$ cat config.mk
export PLATFORM = sky130hd
export DESIGN_NAME = fuzzy_motor_gain_schedule_core_flat
export DESIGN_NICKNAME = d
export VERILOG_FILES = /design/src/hw/rtl/fmgs_pkg.sv /design/src/hw/rtl/fmgs_in_if.sv /design/src/hw/rtl/fmgs_out_if.sv /design/src/hw/rtl/fmgs_front.sv /design/src/hw/rtl/fmgs_weight.sv /design/src/hw/rtl/fmgs_blend.sv /design/src/hw/rtl/fuzzy_motor_gain_schedule_core.sv /design/src/flat_wrapper.sv
export SDC_FILE = /design/constraint.sdc
export NUM_CORES = 1
export LEC_CHECK = 0
export BUFFER_PORTS_ARGS = -buffer_cell sky130_fd_sc_hd__buf_2
export CAP_MARGIN = 20
export CELL_PAD_IN_SITES_DETAIL_PLACEMENT = 0
export CELL_PAD_IN_SITES_GLOBAL_PLACEMENT = 2
export CORE_MARGIN = 2
export CORE_UTILIZATION = 46
export CTS_CLUSTER_SIZE = 28
export DETAILED_ROUTE_END_ITERATION = 10
export GPL_TIMING_DRIVEN = 0
export HOLD_SLACK_MARGIN = 0.15
export PLACE_DENSITY = 0.95
export SYNTH_ARGS = -nofsm -noshare
export SYNTH_HDL_FRONTEND = slang
export SYNTH_SLANG_ARGS = --single-unit
$ cat constraint.sdc
create_clock -name clk -period 11 [get_ports clk]
set_clock_uncertainty 0.15 [all_clocks]
set_input_delay 1.65 -clock clk [delete_from_list [all_inputs] [get_ports clk]]
set_output_delay 1.65 -clock clk [all_outputs]
set_load 0.005 [all_outputs]
$ cat src/hw/rtl/fmgs_pkg.sv
// ============================================================================
// fmgs_pkg - shared types and constants of the fuzzy motor gain scheduler
// Breakpoints, rule table, clamp limits and field types used by all stages.
// ============================================================================
`default_nettype none

package fmgs_pkg;

    localparam int FRAC_BITS_DEF = 8;

    localparam int ERR_W = 16;
    localparam int KP_W  = 12;
    localparam int KI_W  = 11;

    localparam int ERR_LIM = 400;
    localparam int DIF_LIM = 200;
    localparam int NUM_BP  = 7;

    typedef logic signed [ERR_W-1:0] err_t;
    typedef logic signed [9:0]       errc_t;
    typedef logic signed [8:0]       difc_t;
    typedef logic [2:0]              seg_t;
    typedef logic [7:0]              ofs_t;
    typedef logic signed [3:0]       rule_t;
    typedef logic signed [KP_W-1:0]  kp_t;
    typedef logic signed [KI_W-1:0]  ki_t;

    localparam seg_t SEG_FIRST = 3'd1;
    localparam seg_t SEG_LAST  = 3'd6;

    localparam errc_t ERR_BP [0:NUM_BP-1] =
        '{-10'sd400, -10'sd200, -10'sd100, 10'sd0, 10'sd100, 10'sd200, 10'sd400};
    localparam difc_t DIF_BP [0:NUM_BP-1] =
        '{-9'sd200, -9'sd100, -9'sd50, 9'sd0, 9'sd50, 9'sd100, 9'sd200};

    // Rows follow the error segment, columns the difference segment.
    localparam rule_t KP_RULES [0:NUM_BP-1][0:NUM_BP-1] = '{
        '{ 4'sd0,  4'sd0,  4'sd4,  4'sd6,  4'sd6,  4'sd6,  4'sd6},
        '{ 4'sd0,  4'sd0,  4'sd4,  4'sd4,  4'sd6,  4'sd6,  4'sd6},
        '{-4'sd4, -4'sd4,  4'sd0,  4'sd4,  4'sd4,  4'sd4,  4'sd6},
        '{-4'sd2, -4'sd2, -4'sd2,  4'sd0,  4'sd4,  4'sd4,  4'sd4},
        '{-4'sd6, -4'sd4, -4'sd4, -4'sd4,  4'sd0,  4'sd2,  4'sd2},
        '{-4'sd6, -4'sd6, -4'sd6, -4'sd4,  4'sd0,  4'sd0,  4'sd0},
        '{-4'sd6, -4'sd6, -4'sd6, -4'sd6, -4'sd6, -4'sd2,  4'sd0}
    };

endpackage

`default_nettype wire

$ cat src/hw/rtl/fmgs_in_if.sv
// ============================================================================
// fmgs_in_if - error pair channel
// Valid/ready channel carrying the current and the previous speed error.
// ============================================================================
`default_nettype none

interface fmgs_in_if;
    logic                valid;
    logic                ready;
    fmgs_pkg::err_t      speed_error;
    fmgs_pkg::err_t      previous_error;

    modport source (output valid, output speed_error, output previous_error, input ready);
    modport sink   (input valid, input speed_error, input previous_error, output ready);
endinterface

`default_nettype wire

$ cat src/hw/rtl/fmgs_out_if.sv
// ============================================================================
// fmgs_out_if - gain channel
// Valid/ready channel carrying the scheduled Kp and Ki adjustments.
// ============================================================================
`default_nettype none

interface fmgs_out_if;
    logic                valid;
    logic                ready;
    fmgs_pkg::kp_t       kp_gain;
    fmgs_pkg::ki_t       ki_gain;

    modport source (output valid, output kp_gain, output ki_gain, input ready);
    modport sink   (input valid, input kp_gain, input ki_gain, output ready);
endinterface

`default_nettype wire

$ cat src/hw/rtl/fmgs_front.sv
// ============================================================================
// fmgs_front - clamp and segment search
// Stage 1 clamps error and difference, stage 2 finds the segments and
// scales the offset into each segment onto a common 0..200 span.
// ============================================================================
`default_nettype none

module fmgs_front (
    input  logic            clk,
    input  logic            rst_n,
    input  logic            in_valid,
    output logic            in_ready,
    input  fmgs_pkg::err_t  speed_error,
    input  fmgs_pkg::err_t  previous_error,
    output logic            out_valid,
    input  logic            out_ready,
    output fmgs_pkg::seg_t  seg_a,
    output fmgs_pkg::ofs_t  ofs_a,
    output fmgs_pkg::seg_t  seg_b,
    output fmgs_pkg::ofs_t  ofs_b
);
    import fmgs_pkg::*;

    logic               s1_valid_reg;
    logic               s1_ready;
    errc_t              ec_reg;
    errc_t              ec_next;
    difc_t              dc_reg;
    difc_t              dc_next;
    logic signed [16:0] diff;

    logic               s2_valid_reg;
    logic               s2_ready;
    seg_t               seg_a_reg;
    seg_t               seg_a_next;
    seg_t               seg_b_reg;
    seg_t               seg_b_next;
    ofs_t               ofs_a_reg;
    ofs_t               ofs_a_next;
    ofs_t               ofs_b_reg;
    ofs_t               ofs_b_next;
    logic signed [10:0] rel_a;
    logic signed [9:0]  rel_b;

    assign s2_ready = !s2_valid_reg || out_ready;
    assign s1_ready = !s1_valid_reg || s2_ready;
    assign in_ready = s1_ready;

    // Stage 1: difference at full precision, then clamp both.
    always_comb
    begin
        diff = 17'(speed_error) - 17'(previous_error);
        priority if (speed_error > ERR_LIM)
            ec_next = errc_t'(ERR_LIM);
        else if (speed_error < -ERR_LIM)
            ec_next = errc_t'(-ERR_LIM);
        else
            ec_next = speed_error[9:0];
        priority if (diff > DIF_LIM)
            dc_next = difc_t'(DIF_LIM);
        else if (diff < -DIF_LIM)
            dc_next = difc_t'(-DIF_LIM);
        else
            dc_next = diff[8:0];
    end

    always_ff @(posedge clk or negedge rst_n)
    begin
        if (!rst_n)
            s1_valid_reg <= 1'b0;
        else if (s1_ready)
            s1_valid_reg <= in_valid;
    end

    always_ff @(posedge clk)
    begin
        if (s1_ready && in_valid)
        begin
            ec_reg <= ec_next;
            dc_reg <= dc_next;
        end
    end

    // Stage 2: a value on a breakpoint stays in the lower segment.
    always_comb
    begin
        seg_a_next = SEG_FIRST;
        seg_b_next = SEG_FIRST;
        for (int k = 1; k < NUM_BP - 1; k++)
        begin
            if (ec_reg > ERR_BP[k])
                seg_a_next = seg_a_next + 3'd1;
            if (dc_reg > DIF_BP[k])
                seg_b_next = seg_b_next + 3'd1;
        end
        rel_a = 11'(ec_reg) - 11'(ERR_BP[seg_a_next - 3'd1]);
        rel_b = 10'(dc_reg) - 10'(DIF_BP[seg_b_next - 3'd1]);
        // Outer segments are twice as wide as the inner ones.
        if (seg_a_next == SEG_FIRST || seg_a_next == SEG_LAST)
            ofs_a_next = rel_a[7:0];
        else
            ofs_a_next = {rel_a[6:0], 1'b0};
        if (seg_b_next == SEG_FIRST || seg_b_next == SEG_LAST)
            ofs_b_next = {rel_b[6:0], 1'b0};
        else
            ofs_b_next = {rel_b[5:0], 2'b00};
    end

    always_ff @(posedge clk or negedge rst_n)
    begin
        if (!rst_n)
            s2_valid_reg <= 1'b0;
        else if (s2_ready)
            s2_valid_reg <= s1_valid_reg;
    end

    always_ff @(posedge clk)
    begin
        if (s2_ready && s1_valid_reg)
        begin
            seg_a_reg <= seg_a_next;
            seg_b_reg <= seg_b_next;
            ofs_a_reg <= ofs_a_next;
            ofs_b_reg <= ofs_b_next;
        end
    end

    assign out_valid = s2_valid_reg;
    assign seg_a     = seg_a_reg;
    assign seg_b     = seg_b_reg;
    assign ofs_a     = ofs_a_reg;
    assign ofs_b     = ofs_b_reg;

endmodule

`default_nettype wire

$ cat src/hw/rtl/fmgs_weight.sv
// ============================================================================
// fmgs_weight - weights and rule fetch
// Stage 3 turns each scaled offset into a floored fixed-point weight by a
// reciprocal multiply and fetches the four corner entries of the rule table.
// ============================================================================
`default_nettype none

module fmgs_weight #(
    parameter int FRAC_BITS = fmgs_pkg::FRAC_BITS_DEF
) (
    input  logic                  clk,
    input  logic                  rst_n,
    input  logic                  in_valid,
    output logic                  in_ready,
    input  fmgs_pkg::seg_t        seg_a,
    input  fmgs_pkg::ofs_t        ofs_a,
    input  fmgs_pkg::seg_t        seg_b,
    input  fmgs_pkg::ofs_t        ofs_b,
    output logic                  out_valid,
    input  logic                  out_ready,
    output logic [FRAC_BITS:0]    wa,
    output logic [FRAC_BITS:0]    wb,
    output fmgs_pkg::rule_t       t00,
    output fmgs_pkg::rule_t       t01,
    output fmgs_pkg::rule_t       t10,
    output fmgs_pkg::rule_t       t11
);
    import fmgs_pkg::*;

    // floor(n * 2^F / 200) for n <= 200 equals (n * RECIP) >> 16 exactly.
    localparam int              RECIP_SH = 16;
    localparam int              RECIP_W  = FRAC_BITS + 9;
    localparam int              PROD_W   = RECIP_W + 8;
    localparam longint unsigned RECIP_L  =
        ((64'd1 << (FRAC_BITS + RECIP_SH)) + 64'd199) / 64'd200;
    localparam logic [RECIP_W-1:0] RECIP = RECIP_W'(RECIP_L);

    logic                 valid_reg;
    logic                 stage_ready;
    logic [PROD_W-1:0]    prod_a;
    logic [PROD_W-1:0]    prod_b;
    logic [FRAC_BITS:0]   wa_reg;
    logic [FRAC_BITS:0]   wb_reg;
    rule_t                t00_reg;
    rule_t                t01_reg;
    rule_t                t10_reg;
    rule_t                t11_reg;
    seg_t                 row_lo;
    seg_t                 col_lo;

    assign stage_ready = !valid_reg || out_ready;
    assign in_ready    = stage_ready;

    assign prod_a = PROD_W'(ofs_a) * PROD_W'(RECIP);
    assign prod_b = PROD_W'(ofs_b) * PROD_W'(RECIP);
    assign row_lo = seg_a - 3'd1;
    assign col_lo = seg_b - 3'd1;

    always_ff @(posedge clk or negedge rst_n)
    begin
        if (!rst_n)
            valid_reg <= 1'b0;
        else if (stage_ready)
            valid_reg <= in_valid;
    end

    always_ff @(posedge clk)
    begin
        if (stage_ready && in_valid)
        begin
            wa_reg  <= prod_a[PROD_W-1:RECIP_SH];
            wb_reg  <= prod_b[PROD_W-1:RECIP_SH];
            t00_reg <= KP_RULES[row_lo][col_lo];
            t01_reg <= KP_RULES[row_lo][seg_b];
            t10_reg <= KP_RULES[seg_a][col_lo];
            t11_reg <= KP_RULES[seg_a][seg_b];
        end
    end

    assign out_valid = valid_reg;
    assign wa        = wa_reg;
    assign wb        = wb_reg;
    assign t00       = t00_reg;
    assign t01       = t01_reg;
    assign t10       = t10_reg;
    assign t11       = t11_reg;

endmodule

`default_nettype wire

$ cat src/hw/rtl/fmgs_blend.sv
// ============================================================================
// fmgs_blend - bilinear interpolation
// Stage 4 interpolates both table rows along the difference, stage 5 blends
// the rows along the error and holds the result for the output transfer.
// ============================================================================
`default_nettype none

module fmgs_blend #(
    parameter int FRAC_BITS = fmgs_pkg::FRAC_BITS_DEF
) (
    input  logic                  clk,
    input  logic                  rst_n,
    input  logic                  in_valid,
    output logic                  in_ready,
    input  logic [FRAC_BITS:0]    wa,
    input  logic [FRAC_BITS:0]    wb,
    input  fmgs_pkg::rule_t       t00,
    input  fmgs_pkg::rule_t       t01,
    input  fmgs_pkg::rule_t       t10,
    input  fmgs_pkg::rule_t       t11,
    output logic                  out_valid,
    input  logic                  out_ready,
    output fmgs_pkg::kp_t         kp_gain,
    output fmgs_pkg::ki_t         ki_gain
);
    import fmgs_pkg::*;

    localparam int RW     = FRAC_BITS + 4;
    localparam int SW     = 2 * FRAC_BITS + 4;
    localparam int KP_LSB = 2 * FRAC_BITS - 8;
    localparam int KI_LSB = KP_LSB + 1;
    localparam logic [FRAC_BITS:0] ONE = {1'b1, {FRAC_BITS{1'b0}}};

    logic                  s4_valid_reg;
    logic                  s4_ready;
    logic signed [RW-1:0]  rlo_reg;
    logic signed [RW-1:0]  rlo_next;
    logic signed [RW-1:0]  rhi_reg;
    logic signed [RW-1:0]  rhi_next;
    logic [FRAC_BITS:0]    wa_reg;
    logic [FRAC_BITS:0]    wb_inv;
    logic [FRAC_BITS:0]    wa_inv;

    logic                  s5_valid_reg;
    logic                  s5_ready;
    logic signed [SW-1:0]  sum_reg;
    logic signed [SW-1:0]  sum_next;

    assign s5_ready = !s5_valid_reg || out_ready;
    assign s4_ready = !s4_valid_reg || s5_ready;
    assign in_ready = s4_ready;

    // Stage 4: row i-1 and row i, each blended along the difference.
    assign wb_inv   = ONE - wb;
    assign rlo_next = RW'(t00) * RW'($signed({1'b0, wb_inv}))
                    + RW'(t01) * RW'($signed({1'b0, wb}));
    assign rhi_next = RW'(t10) * RW'($signed({1'b0, wb_inv}))
                    + RW'(t11) * RW'($signed({1'b0, wb}));

    always_ff @(posedge clk or negedge rst_n)
    begin
        if (!rst_n)
            s4_valid_reg <= 1'b0;
        else if (s4_ready)
            s4_valid_reg <= in_valid;
    end

    always_ff @(posedge clk)
    begin
        if (s4_ready && in_valid)
        begin
            rlo_reg <= rlo_next;
            rhi_reg <= rhi_next;
            wa_reg  <= wa;
        end
    end

    // Stage 5: blend the rows along the error.
    assign wa_inv   = ONE - wa_reg;
    assign sum_next = SW'(rlo_reg) * SW'($signed({1'b0, wa_inv}))
                    + SW'(rhi_reg) * SW'($signed({1'b0, wa_reg}));

    always_ff @(posedge clk or negedge rst_n)
    begin
        if (!rst_n)
            s5_valid_reg <= 1'b0;
        else if (s5_ready)
            s5_valid_reg <= s4_valid_reg;
    end

    always_ff @(posedge clk)
    begin
        if (s5_ready && s4_valid_reg)
            sum_reg <= sum_next;
    end

    // Keep the top eight fraction bits: two's complement selection floors.
    // Rule entries are all even, so the halved table is the sum halved.
    assign out_valid = s5_valid_reg;
    assign kp_gain   = sum_reg[KP_LSB +: KP_W];
    assign ki_gain   = sum_reg[KI_LSB +: KI_W];

endmodule

`default_nettype wire

$ cat src/hw/rtl/fuzzy_motor_gain_schedule_core.sv
// Throughput: one error pair per cycle unless stalled; five register stages
// (clamp, segment search, reciprocal weight multiply, row blend, row-to-row
// blend). A stall holds every stage and only fills empty slots ahead of it.
// Reset clears the stage valid bits; no state carries between items.
// ============================================================================
// fuzzy_motor_gain_schedule_core - fuzzy Kp/Ki gain scheduler
// Bilinear interpolation of a 7x7 rule table over clamped speed error and
// error difference, producing Q8 Kp and Ki adjustments.
// ============================================================================
`default_nettype none

module fuzzy_motor_gain_schedule_core #(
    parameter int FRAC_BITS = fmgs_pkg::FRAC_BITS_DEF
) (
    input  logic        clk,
    input  logic        rst_n,
    fmgs_in_if.sink     err_in,
    fmgs_out_if.source  gain_out
);
    import fmgs_pkg::*;

    logic               front_valid;
    logic               front_ready;
    seg_t               seg_a;
    seg_t               seg_b;
    ofs_t               ofs_a;
    ofs_t               ofs_b;

    logic               wt_valid;
    logic               wt_ready;
    logic [FRAC_BITS:0] wa;
    logic [FRAC_BITS:0] wb;
    rule_t              t00;
    rule_t              t01;
    rule_t              t10;
    rule_t              t11;

    fmgs_front u_front (
        .clk            (clk),
        .rst_n          (rst_n),
        .in_valid       (err_in.valid),
        .in_ready       (err_in.ready),
        .speed_error    (err_in.speed_error),
        .previous_error (err_in.previous_error),
        .out_valid      (front_valid),
        .out_ready      (front_ready),
        .seg_a          (seg_a),
        .ofs_a          (ofs_a),
        .seg_b          (seg_b),
        .ofs_b          (ofs_b)
    );

    fmgs_weight #(
        .FRAC_BITS (FRAC_BITS)
    ) u_weight (
        .clk       (clk),
        .rst_n     (rst_n),
        .in_valid  (front_valid),
        .in_ready  (front_ready),
        .seg_a     (seg_a),
        .ofs_a     (ofs_a),
        .seg_b     (seg_b),
        .ofs_b     (ofs_b),
        .out_valid (wt_valid),
        .out_ready (wt_ready),
        .wa        (wa),
        .wb        (wb),
        .t00       (t00),
        .t01       (t01),
        .t10       (t10),
        .t11       (t11)
    );

    fmgs_blend #(
        .FRAC_BITS (FRAC_BITS)
    ) u_blend (
        .clk       (clk),
        .rst_n     (rst_n),
        .in_valid  (wt_valid),
        .in_ready  (wt_ready),
        .wa        (wa),
        .wb        (wb),
        .t00       (t00),
        .t01       (t01),
        .t10       (t10),
        .t11       (t11),
        .out_valid (gain_out.valid),
        .out_ready (gain_out.ready),
        .kp_gain   (gain_out.kp_gain),
        .ki_gain   (gain_out.ki_gain)
    );

endmodule

`default_nettype wire
$ cat src/flat_wrapper.sv
// flat-port wrapper written by rule: the top's interface ports become plain ports
module fuzzy_motor_gain_schedule_core_flat import fmgs_pkg::*;
#(
    parameter int FRAC_BITS = fmgs_pkg::FRAC_BITS_DEF
)
  (clk, rst_n, err_in_valid, err_in_speed_error, err_in_previous_error, err_in_ready, gain_out_valid, gain_out_kp_gain, gain_out_ki_gain, gain_out_ready);
  fmgs_in_if err_in_i ();
  fmgs_out_if gain_out_i ();
  input  logic clk;
  input  logic rst_n;
  input wire logic [$bits(err_in_i.valid)-1:0] err_in_valid;
  input wire logic [$bits(err_in_i.speed_error)-1:0] err_in_speed_error;
  input wire logic [$bits(err_in_i.previous_error)-1:0] err_in_previous_error;
  output wire logic [$bits(err_in_i.ready)-1:0] err_in_ready;
  output wire logic [$bits(gain_out_i.valid)-1:0] gain_out_valid;
  output wire logic [$bits(gain_out_i.kp_gain)-1:0] gain_out_kp_gain;
  output wire logic [$bits(gain_out_i.ki_gain)-1:0] gain_out_ki_gain;
  input wire logic [$bits(gain_out_i.ready)-1:0] gain_out_ready;
  assign err_in_i.valid = err_in_valid;
  assign err_in_i.speed_error = err_in_speed_error;
  assign err_in_i.previous_error = err_in_previous_error;
  assign err_in_ready = err_in_i.ready;
  assign gain_out_valid = gain_out_i.valid;
  assign gain_out_kp_gain = gain_out_i.kp_gain;
  assign gain_out_ki_gain = gain_out_i.ki_gain;
  assign gain_out_i.ready = gain_out_ready;
  fuzzy_motor_gain_schedule_core #(.FRAC_BITS(FRAC_BITS)) u_core (.clk(clk), .rst_n(rst_n), .err_in(err_in_i), .gain_out(gain_out_i));
endmodule
# Word-level counts from Yosys, hierarchy flattened
# Memories as Yosys holds them, arrays and structs flattened.
# Index checks and enable logic that the tools add are counted.
# W data, S select, Z words.
# totals
wordCells	140
mem_bits_rw	0
memories	4
romBits	600
out_inout_bits	25
ff_bits	133
latch_bits	0
# op_classes
n_lt_le_gt_ge	20
n_addsub	20
n_reduce_logical	19
n_shift	0
n_mul	8
eq_ne	4
n_div	0
muxes	34
bitwise_logic	6
# memory_table
memory	depth	word_bits	rd	rd_clocked_by_memory_dff	write_ports	line_no	text
(name not given)	8	28	1	0	0	fmgs_weight.sv:76	t11_reg <= KP_RULES[seg_a][seg_b];
(name not given)	8	28	1	0	0	fmgs_weight.sv:74	t01_reg <= KP_RULES[row_lo][seg_b];
(name not given)	8	10	1	0	0	fmgs_front.sv:96	rel_a = 11'(ec_reg) - 11'(ERR_BP[seg_a_next - 3'd1]);
(name not given)	8	9	1	0	0	fmgs_front.sv:97	rel_b = 10'(dc_reg) - 10'(DIF_BP[seg_b_next - 3'd1]);
# op_table
op	count
$mux W28	4
$mul A8 B17 Y25 const B	2
$bmux W4 S3	4
$mul A4 B10 Y12	4
$mul A12 B10 Y20	2
$mux W4	8
$mux W8	4
$add A12 B12 Y12	2
$add A3 B1 Y3 const B	8
$ge A4 B4 Y1 const B	6
$mux W3	8
$not A3 Y4	6
$add A20 B20 Y20	1
$gt A10 B8 Y1 const B	2
$gt A10 B9 Y1 const B	2
$gt A9 B7 Y1 const B	2
$gt A9 B8 Y1 const B	2
$sub A9 B9 Y9 const A	2
$gt A17 B9 Y1 const B	1
$lt A17 B9 Y1 const B	1
$sub A16 B16 Y17	1
$gt A16 B10 Y1 const B	1
$lt A16 B10 Y1 const B	1
$mux W7	2
other kinds (14)	35

# Depth between registers and ports, before layout
# Gate-level depths: netlist of the first run.
# logic_depth
ltp_word	17
depth_mapped	31

# Modules after synthesis
# Synthesis of the first run repeated with hierarchy kept, for this count alone.
# hier_totals
hier_cells	2594
area_unflattened_um2	24684.9
# by_module_without_submodules
module	cells_per_inst	area_each_um2	n_inst
fmgs_blend	1541	14512.7	1
fmgs_weight	623	6043.3	1
fmgs_front	430	4129.0	1

# Worst setup path before layout of the first run
# Ideal clock, no wire load.
# synth_path
path_kind	reg2reg
startpoint	reg u_core.u_blend.wa_reg[0]
endpoint	reg u_core.u_blend.sum_reg[18], data pin
arrival_time_ps	7006
t_required_ps	10592
path_buffers	2
synth_period_minus_slack_ps	7414
path_slack_ps	3586
path_stages_with_launch	32
path_cell_list	edfxtp_1 buf_2 inv_1 ha_1 nand2_1 or3_1 nor3_1 xnor2_1 clkbuf_1 nor2b_1 ha_1 inv_1 fa_1 inv_1 fa_1 inv_1 fa_1 inv_1 fa_1 fa_1 inv_1 fa_1 inv_1 ha_1 a21o_1 a21oi_1 nand2_1 a41oi_1 nor3_1 or3_1 a21oi_1 xnor2_1
# synth_via
elab_chain_cells	3
# synth_lines
item	line_no	text
start, declared	fmgs_blend.sv:40	logic [FRAC_BITS:0] wa_reg;
start signal, assigned	fmgs_blend.sv:74	wa_reg <= wa;
$sub A9 B9 Y9	fmgs_blend.sv:79	assign wa_inv = ONE - wa_reg;
$mul A12 B10 Y20	fmgs_blend.sv:80	assign sum_next = SW'(rlo_reg) * SW'($signed({1'b0, wa_inv}))
$add A20 B20 Y20 (*)	fmgs_blend.sv:81	+ SW'(rhi_reg) * SW'($signed({1'b0, wa_reg}));
via u_core.u_blend.sum_next[18]	fmgs_blend.sv:47	logic signed [SW-1:0] sum_next;
end signal, assigned	fmgs_blend.sv:94	sum_reg <= sum_next;
end, declared	fmgs_blend.sv:46	logic signed [SW-1:0] sum_reg;
# Mark *: on every way through the listed nets, which the timed path passes. The rest lies on a longest branch.
# A chain may end at the register's enable or synchronous reset.

# Worst setup path after layout of the first run
# Same ends and word-level chain as after synthesis.

==> metrics, run 1 <==
run status completed; most used cell, CP inv_1; DRC violations left 0; worst slack, placed 2640 ps; Final nets 3242; Vias/cell 5.01; largest net degree at the start of global routing 23; max cap viols 0; total iterations of the first detailed-routing run 5; n_diodes 0; Post-Layout Cell Count 3206; Worst-Skew Late Latency 470 ps; WL final 48.1 mm; Core Area 50200 um2; Least-Margin Pin Slew 1010 ps; die area 52700 um2; CTS buffer count 17; Hold Path Stages 0; Yosys warning count 0; Setup WS post-layout 2610 ps; ratio of cells with drive above 1 in the final layout 0.0596; area growth from synthesis to layout 8.08%; boundary pin count 61; chip width 230 um; placed cells 3174; GRT Residual Overflow 0; crit share post-route 0.763; Final Wtd Congestion 0.910; normalized max-slew margin 0.328; H-tree depth 4; Via Count 16073; Worst Path Max Fanout 10; worst reg2reg path depth 31; first-pass GRT wire length 83.1 mm; CTS max path bufs 2; Setup crit start kind register; WL/cell 15.0 um; Port Buf Inserts 60; Reg clk slew, reported paths 60 ps; number of hold buffers added after cts 0; # clock sinks 120; CTS tree done; antenna-violating nets left 0; post-synthesis sequential area ratio 0.153; Synth Cell Area 23400 um2; flops & latches, synth 120; number of global-route vias before repair 17320; syn_area_per_cell 9.66 um2; type of the worst min-delay path reg2reg; CTS root buffer clkbuf_16; min cycle time layout 8390 ps; CP endpoint kind register; postcts setup bufs 0; Resized Gates After CTS 0; First DRT Iteration DRCs 584; placed wire-length estimate 41.5 mm; Worst path max stage delay 540 ps; setup violators final 0; Async SR Flop Fraction 0.0417; Yosys cell types 89; number of synthesized flops with an enable pin 115; Worst Path Required 11070 ps; Final Hold Vio Count 0; setup_tns 0 ps; Final Util 0.504; final max-slew violation count 0; gr usage total 0.196; Synth Flop Type edfxtp_1; RSZ-0062 raised after global routing false; initial antenna violation count 0; Data arrival, critical path 8460 ps; Initial Util 0.466; fmax 119 MHz; die height 230 um; CP Class reg2reg; slowest CP cell fa_1; Syn Inst Count 2423; row count 82
==> cells in the mapped netlist (all sizes together) (3+ instances only) <==
library cell,count,area [um2]
nand2,165,622
nor2,103,387
o22ai,5,31.3
and4,4,37.5
or2,8,50.1
buf,17,109
o21ai,45,225
nor2b,31,194
o311ai,3,26.3
o21a,20,150
ha,331,4140
o31ai,7,52.6
a311oi,6,58.8
fa,354,7090
inv,543,2040
a31o,3,26.3
nand3b,3,22.5
nand3,19,105
and3,7,43.8
edfxtp,115,3450
o211ai,7,57.6
a41oi,3,26.3
a21boi,7,63.8
a31oi,9,56.3
a21oi,69,345
a21o,28,211
nor3,31,165
a211oi,12,100
o21bai,6,56.3
mux2i,13,143
and2,185,1160
a2111oi,3,32.5
clkbuf,46,173
nand4,3,18.8
mux4,3,67.6
xor2,35,314
mux2,8,93.8
or3,15,95.1
nor4,8,77.6
nand2b,23,144
dfrtp,5,125
xnor2,87,777
==> worst max-delay path: cells and delay by family, from the launching register on <==
family | cells | cell delay [ps]
adder cells (fa/ha/maj) | 9 | 3840
AND/OR/NAND/NOR | 7 | 1390
buffers and inverters | 9 | 1120
flip-flops | 1 | 350
AO/OA/AOI/OAI | 4 | 940
XOR/XNOR | 2 | 360
==> cell usage in the layout, fill, tap and decap left out, types with 9 or more instances in the layout <==
cell	synthesis	routed
nand2b_1	23	23
o21ai_1	10	10
o21ai_0	35	35
or3_1	14	14
fa_1	354	354
buf_2	3	63
nor2b_1	31	31
a21o_1	27	27
conb_1	2	18
a21oi_1	69	69
o21a_1	20	20
nor2_1	103	103
mux2i_1	12	12
and2_1	185	185
clkbuf_1	46	48
nand3_1	17	17
clkbuf_16	0	17
inv_1	541	541
xor2_1	34	34
buf_4	11	12
nand2_1	164	164
a211oi_1	10	10
ha_1	331	331
nor3_1	29	29
a31oi_1	9	9
xnor2_1	85	85
edfxtp_1	115	115
==> path summary, 6_finish.rpt <==
kind	endpoint	slack, ps	from
min in group asynchronous	u_core.u_front.s1_valid_reg	850	rst_n
setup / recovery	u_core.u_blend.sum_reg[18]	2610	u_core.u_blend.wa_reg[0]
hold reg to reg	u_core.u_blend.wa_reg[2]	260	u_core.u_weight.wa[2]
setup reg to reg	u_core.u_blend.sum_reg[18]	2610	u_core.u_blend.wa_reg[0]
max in group asynchronous	u_core.u_blend.out_valid	9700	rst_n
hold / removal	u_core.u_blend.wa_reg[2]	260	u_core.u_weight.wa[2]
==> routing by layer <==
layer  vias up  GRT usage  routed length (um)
li1       7794          -                   -
met1      8001      0.234               21000
met2       202      0.362               24800
met3        76     0.0253                1120
met4         0     0.0635                1210
met5         -          0                   0
==> kinds of logic after synthesis <==
| kind of cell | share of synthesized area |
|---|---|
| AO/OA/AOI/OAI | 0.0720 |
| XOR/XNOR | 0.0466 |
| adder cells (fa/ha/maj) | 0.481 |
| buffers and inverters | 0.0995 |
| flip-flops | 0.153 |
| multiplexers | 0.0130 |
| other | 0.000321 |
| AND/OR/NAND/NOR | 0.135 |
==> final cells by class <==
class	instances	area, um2
plain buffers	63	282
clock buffers	23	488
clock inverters	9	139
fillers	4675	24900
inverters	545	2050
multi-input cells	1711	17500
flip-flops and latches	120	3580
well taps	672	841
repair buffers	63	363
==> metrics by stage <==
| step | cell area (um2) | hold WS (ps) |
|---|---|---|
| 3_5_place_dp | 24700 | 256 |
| 3_3_place_gp | 24600 | 251 |
| 5_1_grt | 25300 | 280 |
| 2_1_floorplan | 23500 | 250 |
| 6_report | 25300 | 264 |
| 4_1_cts | 25300 | 266 |
Power of run 1 is left out: the tool's default activity adds up to more than one toggle a clock period on the data nets, which glitch-free logic cannot reach.
==> inputs of run 2 (changes only) <==
--- a/config.mk
+++ b/config.mk
@@ -10,12 +10,12 @@
 export CELL_PAD_IN_SITES_DETAIL_PLACEMENT = 0
 export CELL_PAD_IN_SITES_GLOBAL_PLACEMENT = 2
 export CORE_MARGIN = 2
-export CORE_UTILIZATION = 46
+export CORE_UTILIZATION = 39
 export CTS_CLUSTER_SIZE = 28
 export DETAILED_ROUTE_END_ITERATION = 10
 export GPL_TIMING_DRIVEN = 0
 export HOLD_SLACK_MARGIN = 0.15
-export PLACE_DENSITY = 0.95
+export PLACE_DENSITY = 0.92
 export SYNTH_ARGS = -nofsm -noshare
 export SYNTH_HDL_FRONTEND = slang
 export SYNTH_SLANG_ARGS = --single-unit
==> constraint.sdc (replaced) <==
create_clock -name clk -period 6.9 [get_ports clk]
set_clock_uncertainty 0.15 [all_clocks]
set_input_delay 1.035 -clock clk [delete_from_list [all_inputs] [get_ports clk]]
set_output_delay 1.035 -clock clk [all_outputs]
set_load 0.005 [all_outputs]
==> metrics, run 2 (synthesis gave the netlist of run 1 again) <==
CP Class reg2reg; Reg clk slew, reported paths 70 ps; Final nets 3275; GRT Residual Overflow 0; run status finished, violations left; antenna-violating nets left 0; chip width 249 um; first-pass GRT wire length 85.3 mm; Setup crit start kind register; H-tree depth 4; DRC violations left 0; initial antenna violation count 0; CTS max path bufs 2; RSZ-0062 raised after global routing true; Worst path max stage delay 540 ps; fillcell total 5643; placed cells 3274; type of the worst min-delay path in2async; reg2reg start u_core.u_blend.wa_reg[2]; area growth from synthesis to layout 11.6%; CTS tree done; setup_tns -1870 ps; placed wire-length estimate 42.2 mm; fmax 137 MHz; # clock sinks 120; largest net degree at the start of global routing 24; die area 62000 um2; Final Hold Vio Count 0; Data arrival, critical path 7340 ps; CTS buffer count 17; CP endpoint kind register; most common cell after layout, fill and taps aside inv_1; Worst Path Required 6950 ps; n_diodes 0; Vias/cell 4.82; failing checks negative setup slack; WL final 49.2 mm; ratio of cells with drive above 1 in the final layout 0.102; Post-Layout Cell Count 3340; gr usage total 0.168; First DRT Iteration DRCs 511; reg2reg setup slack -390 ps; number of hold buffers added after cts 0; min cycle time layout 7290 ps; WL/cell 14.7 um; Setup WS post-layout -389 ps; number of global-route vias before repair 17778; Worst-Skew Late Latency 460 ps; Core Area 59100 um2; commonest non-fill, non-tap cells in the layout inv_1, fa_1, ha_1; Via Count 16112; final max-slew violation count 0; Worst Path Max Fanout 5; max cap viols 0; crit share post-route 1.06; worst reg2reg path depth 26; boundary pin count 61; Initial Util 0.396; setup violators final 6; sequential standard cell area 3580 um2; Least-Margin Pin Slew 968 ps; normalized max-slew margin 0.355; die height 249 um; Final Wtd Congestion 0.848; row count 89; CTS root buffer clkbuf_16; total iterations of the first detailed-routing run 5; Cell Area, Placed 24900 um2; Port Buf Inserts 60; area of the multi-input gates 17900 um2; most used cell, CP fa_1; reg-to-reg endpoint u_core.u_blend.sum_reg[18]; slowest CP cell fa_1; post-route cell area 26100 um2
-- run 2: critical path: cells and delay by family (launching register included) --
kind                     cells  cell delay (ps)
AND/OR/NAND/NOR              7             1500
flip-flops                   1              440
adder cells (fa/ha/maj)      8             3770
buffers and inverters        7              600
AO/OA/AOI/OAI                2              330
XOR/XNOR                     2              250
-- run 2: how the worst max path moves through the flow --
| stage | startpoint | endpoint | slack (ps) | cells past startpoint |
|---|---|---|---|---|
| 6_report | u_core.u_blend.wa_reg[2] | u_core.u_blend.sum_reg[18] | -390 | 26 |
| 4_1_cts | u_core.u_blend.wa_reg[0] | u_core.u_blend.sum_reg[18] | -440 | 30 |
| 5_1_grt | u_core.u_blend.wa_reg[2] | u_core.u_blend.sum_reg[19] | -680 | 25 |
| 3_3_place_gp | u_core.u_blend.wa_reg[2] | u_core.u_blend.sum_reg[19] | -980 | 25 |
| 2_1_floorplan | u_core.u_blend.wa_reg[0] | u_core.u_blend.sum_reg[18] | -30 | 30 |
| 3_5_place_dp | u_core.u_blend.wa_reg[2] | u_core.u_blend.sum_reg[19] | -1040 | 25 |
-- run 2: layout make-up --
cell class | instances | share of cell area
buffer | 63 | 0.0132
clock buffer | 17 | 0.0163
clock inverter | 15 | 0.00690
inverter | 545 | 0.0785
multi-input combinational | 1711 | 0.686
sequential | 120 | 0.137
tap | 773 | 0.0371
timing repair buffer | 96 | 0.0250
-- run 2: repair_timing --
| item | CTS | global route |
|---|---|---|
| endpoints found under the hold margin | 0 | 0 |
| gates resized for setup | 33 | 57 |
| buffers inserted | 20 | 14 |
| setup endpoints to repair | 11 | 11 |
| gates cloned | 0 | 1 |
| pin swaps | 21 | 46 |
-- run 2: routing by layer --
layer / GRT usage / vias to the layer above / part of all wire
met3: 0.0211 / 66 / 0.027
met2: 0.312 / 222 / 0.52
met1: 0.201 / 7959 / 0.43
met5: 0 / - / 0
met4: 0.0552 / 0 / 0.022
li1: - / 7865 / -
-- run 2: per-stage QoR --
stage	setup WS (ps)	utilization	hold WS, ps
3_5_place_dp	-1040	0.421	255
2_1_floorplan	-28.1	-	250
6_report	-389	0.441	251
3_3_place_gp	-984	0.420	252
4_1_cts	-445	0.436	225
5_1_grt	-683	0.441	236
Power of run 2 is left out for the same reason.
==> inputs of run 3 (changes only) <==
--- a/config.mk
+++ b/config.mk
@@ -19,3 +19,4 @@
 export SYNTH_ARGS = -nofsm -noshare
 export SYNTH_HDL_FRONTEND = slang
 export SYNTH_SLANG_ARGS = --single-unit
+export TNS_END_PERCENT = 5
==> metrics, run 3 (synthesis gave the netlist of run 1 again) <==
run status finished, violations left; failing checks negative setup slack; CTS tree done; max cap viols 0; largest net degree at the start of global routing 24; reg2reg start u_core.u_blend.wa_reg[3]; CTS max path bufs 2; Core Area 59100 um2; Reg clk slew, reported paths 70 ps; Final Wtd Congestion 0.848; setup violators final 7; Vias/cell 4.82; CP endpoint kind register; Final nets 3260; first-pass GRT wire length 85.2 mm; Setup WS post-layout -446 ps; M1 WL 21.1 mm; crit path from u_core.u_blend.wa_reg[3]; WL final 49.0 mm; Worst path max stage delay 530 ps; H-tree depth 4; ratio of cells with drive above 1 in the final layout 0.0878; fmax 136 MHz; n_diodes 0; Top Layer Used met4; met3 wire len 1.32 mm; most used cell, CP fa_1; final max-slew violation count 0; die height 249 um; # clock sinks 120; GRT Residual Overflow 0; Final Util 0.437; CP Class reg2reg; RSZ-0062 raised after global routing true; DRC violations left 0; Initial Util 0.396; Setup crit start kind register; type of the worst min-delay path in2async; Data arrival, critical path 7390 ps; number of hold buffers added after cts 0; Worst-Skew Late Latency 460 ps; antenna-violating nets left 0; CTS root buffer clkbuf_16; CP Buf/Inv Count 8; boundary pin count 61; area growth from synthesis to layout 10.4%; Port Buf Inserts 60; WL/cell 14.7 um; placed cells 3274; First DRT Iteration DRCs 441; fillcell total 5664; number of global-route vias before repair 17739; commonest non-fill, non-tap cells in the layout inv_1, fa_1, ha_1; placed wire-length estimate 42.2 mm; Worst Path Max Fanout 5; CP delay by family, top adder cells; Least-Margin Pin Slew 965 ps; initial antenna violation count 0; gr usage total 0.168; most common cell after layout, fill and taps aside inv_1; chip width 249 um; total iterations of the first detailed-routing run 5; Via Count 16038; die area 62000 um2; met2 WL 25.4 mm; slowest CP cell fa_1; row count 89; min cycle time layout 7350 ps; Post-Layout Cell Count 3325; CTS buffer count 17; normalized max-slew margin 0.357; Worst Path Required 6950 ps; Final Hold Vio Count 0; crit share post-route 1.06
==> run 3: changes by cell type in the layout (fill, tap and decap cells not counted), moves of 4 or more <==
cell and change:
inv_1 +6, buf_6 -6, buf_4 -8, and2_4 -4, inv_2 -6, and2_1 +4
==> run 3: area by class of cell <==
class                           instances  area [um2]  area share
Multi-Input combinational cell       1711       17800       0.689
Timing Repair Buffer                   81         502      0.0194
Clock inverter                         15         180     0.00697
Buffer                                 63         329      0.0127
Sequential cell                       120        3580       0.139
Tap cell                              773         967      0.0374
Clock buffer                           17         425      0.0165
Inverter                              545        2050      0.0793
==> run 3: worst paths after layout <==
check / endpoint / slack, ps / cells after the start
max reg2reg: u_core.u_blend.sum_reg[18] / -450 / 29
max in group asynchronous: u_core.u_blend.s4_valid_reg / 6200 / 1
min: u_core.u_front.s1_valid_reg / 250 / 1
min in group clk: u_core.u_blend.wa_reg[1] / 260 / 0
min reg2reg: u_core.u_blend.wa_reg[1] / 260 / 0
max: u_core.u_blend.sum_reg[18] / -450 / 29
==> run 3: metal layers <==
layer,global-route usage,vias to the layer above
met5,0,-
met4,0.0554,0
met3,0.0212,70
met2,0.311,226
met1,0.201,7912
li1,-,7830
==> run 3: repair_timing <==
action / in CTS / in global routing
buffers inserted: 15 / 4
endpoints found under the setup margin: 11 / 10
pin swaps: 18 / 16
gates resized for setup: 30 / 16
==> run 3: metrics by stage <==
stage               hold slack (ps)  setup slack, ps  instance area (um2)  setup TNS, ps
finish                          250             -446                25800          -1900
global placement                252             -984                24800          -6590
detailed placement              255            -1040                24900          -7120
floorplan                       250            -28.1                23600          -28.1
CTS                             225             -452                25700          -1840
global route                    236             -718                25800          -4240
Power of run 3 is left out for the same reason.
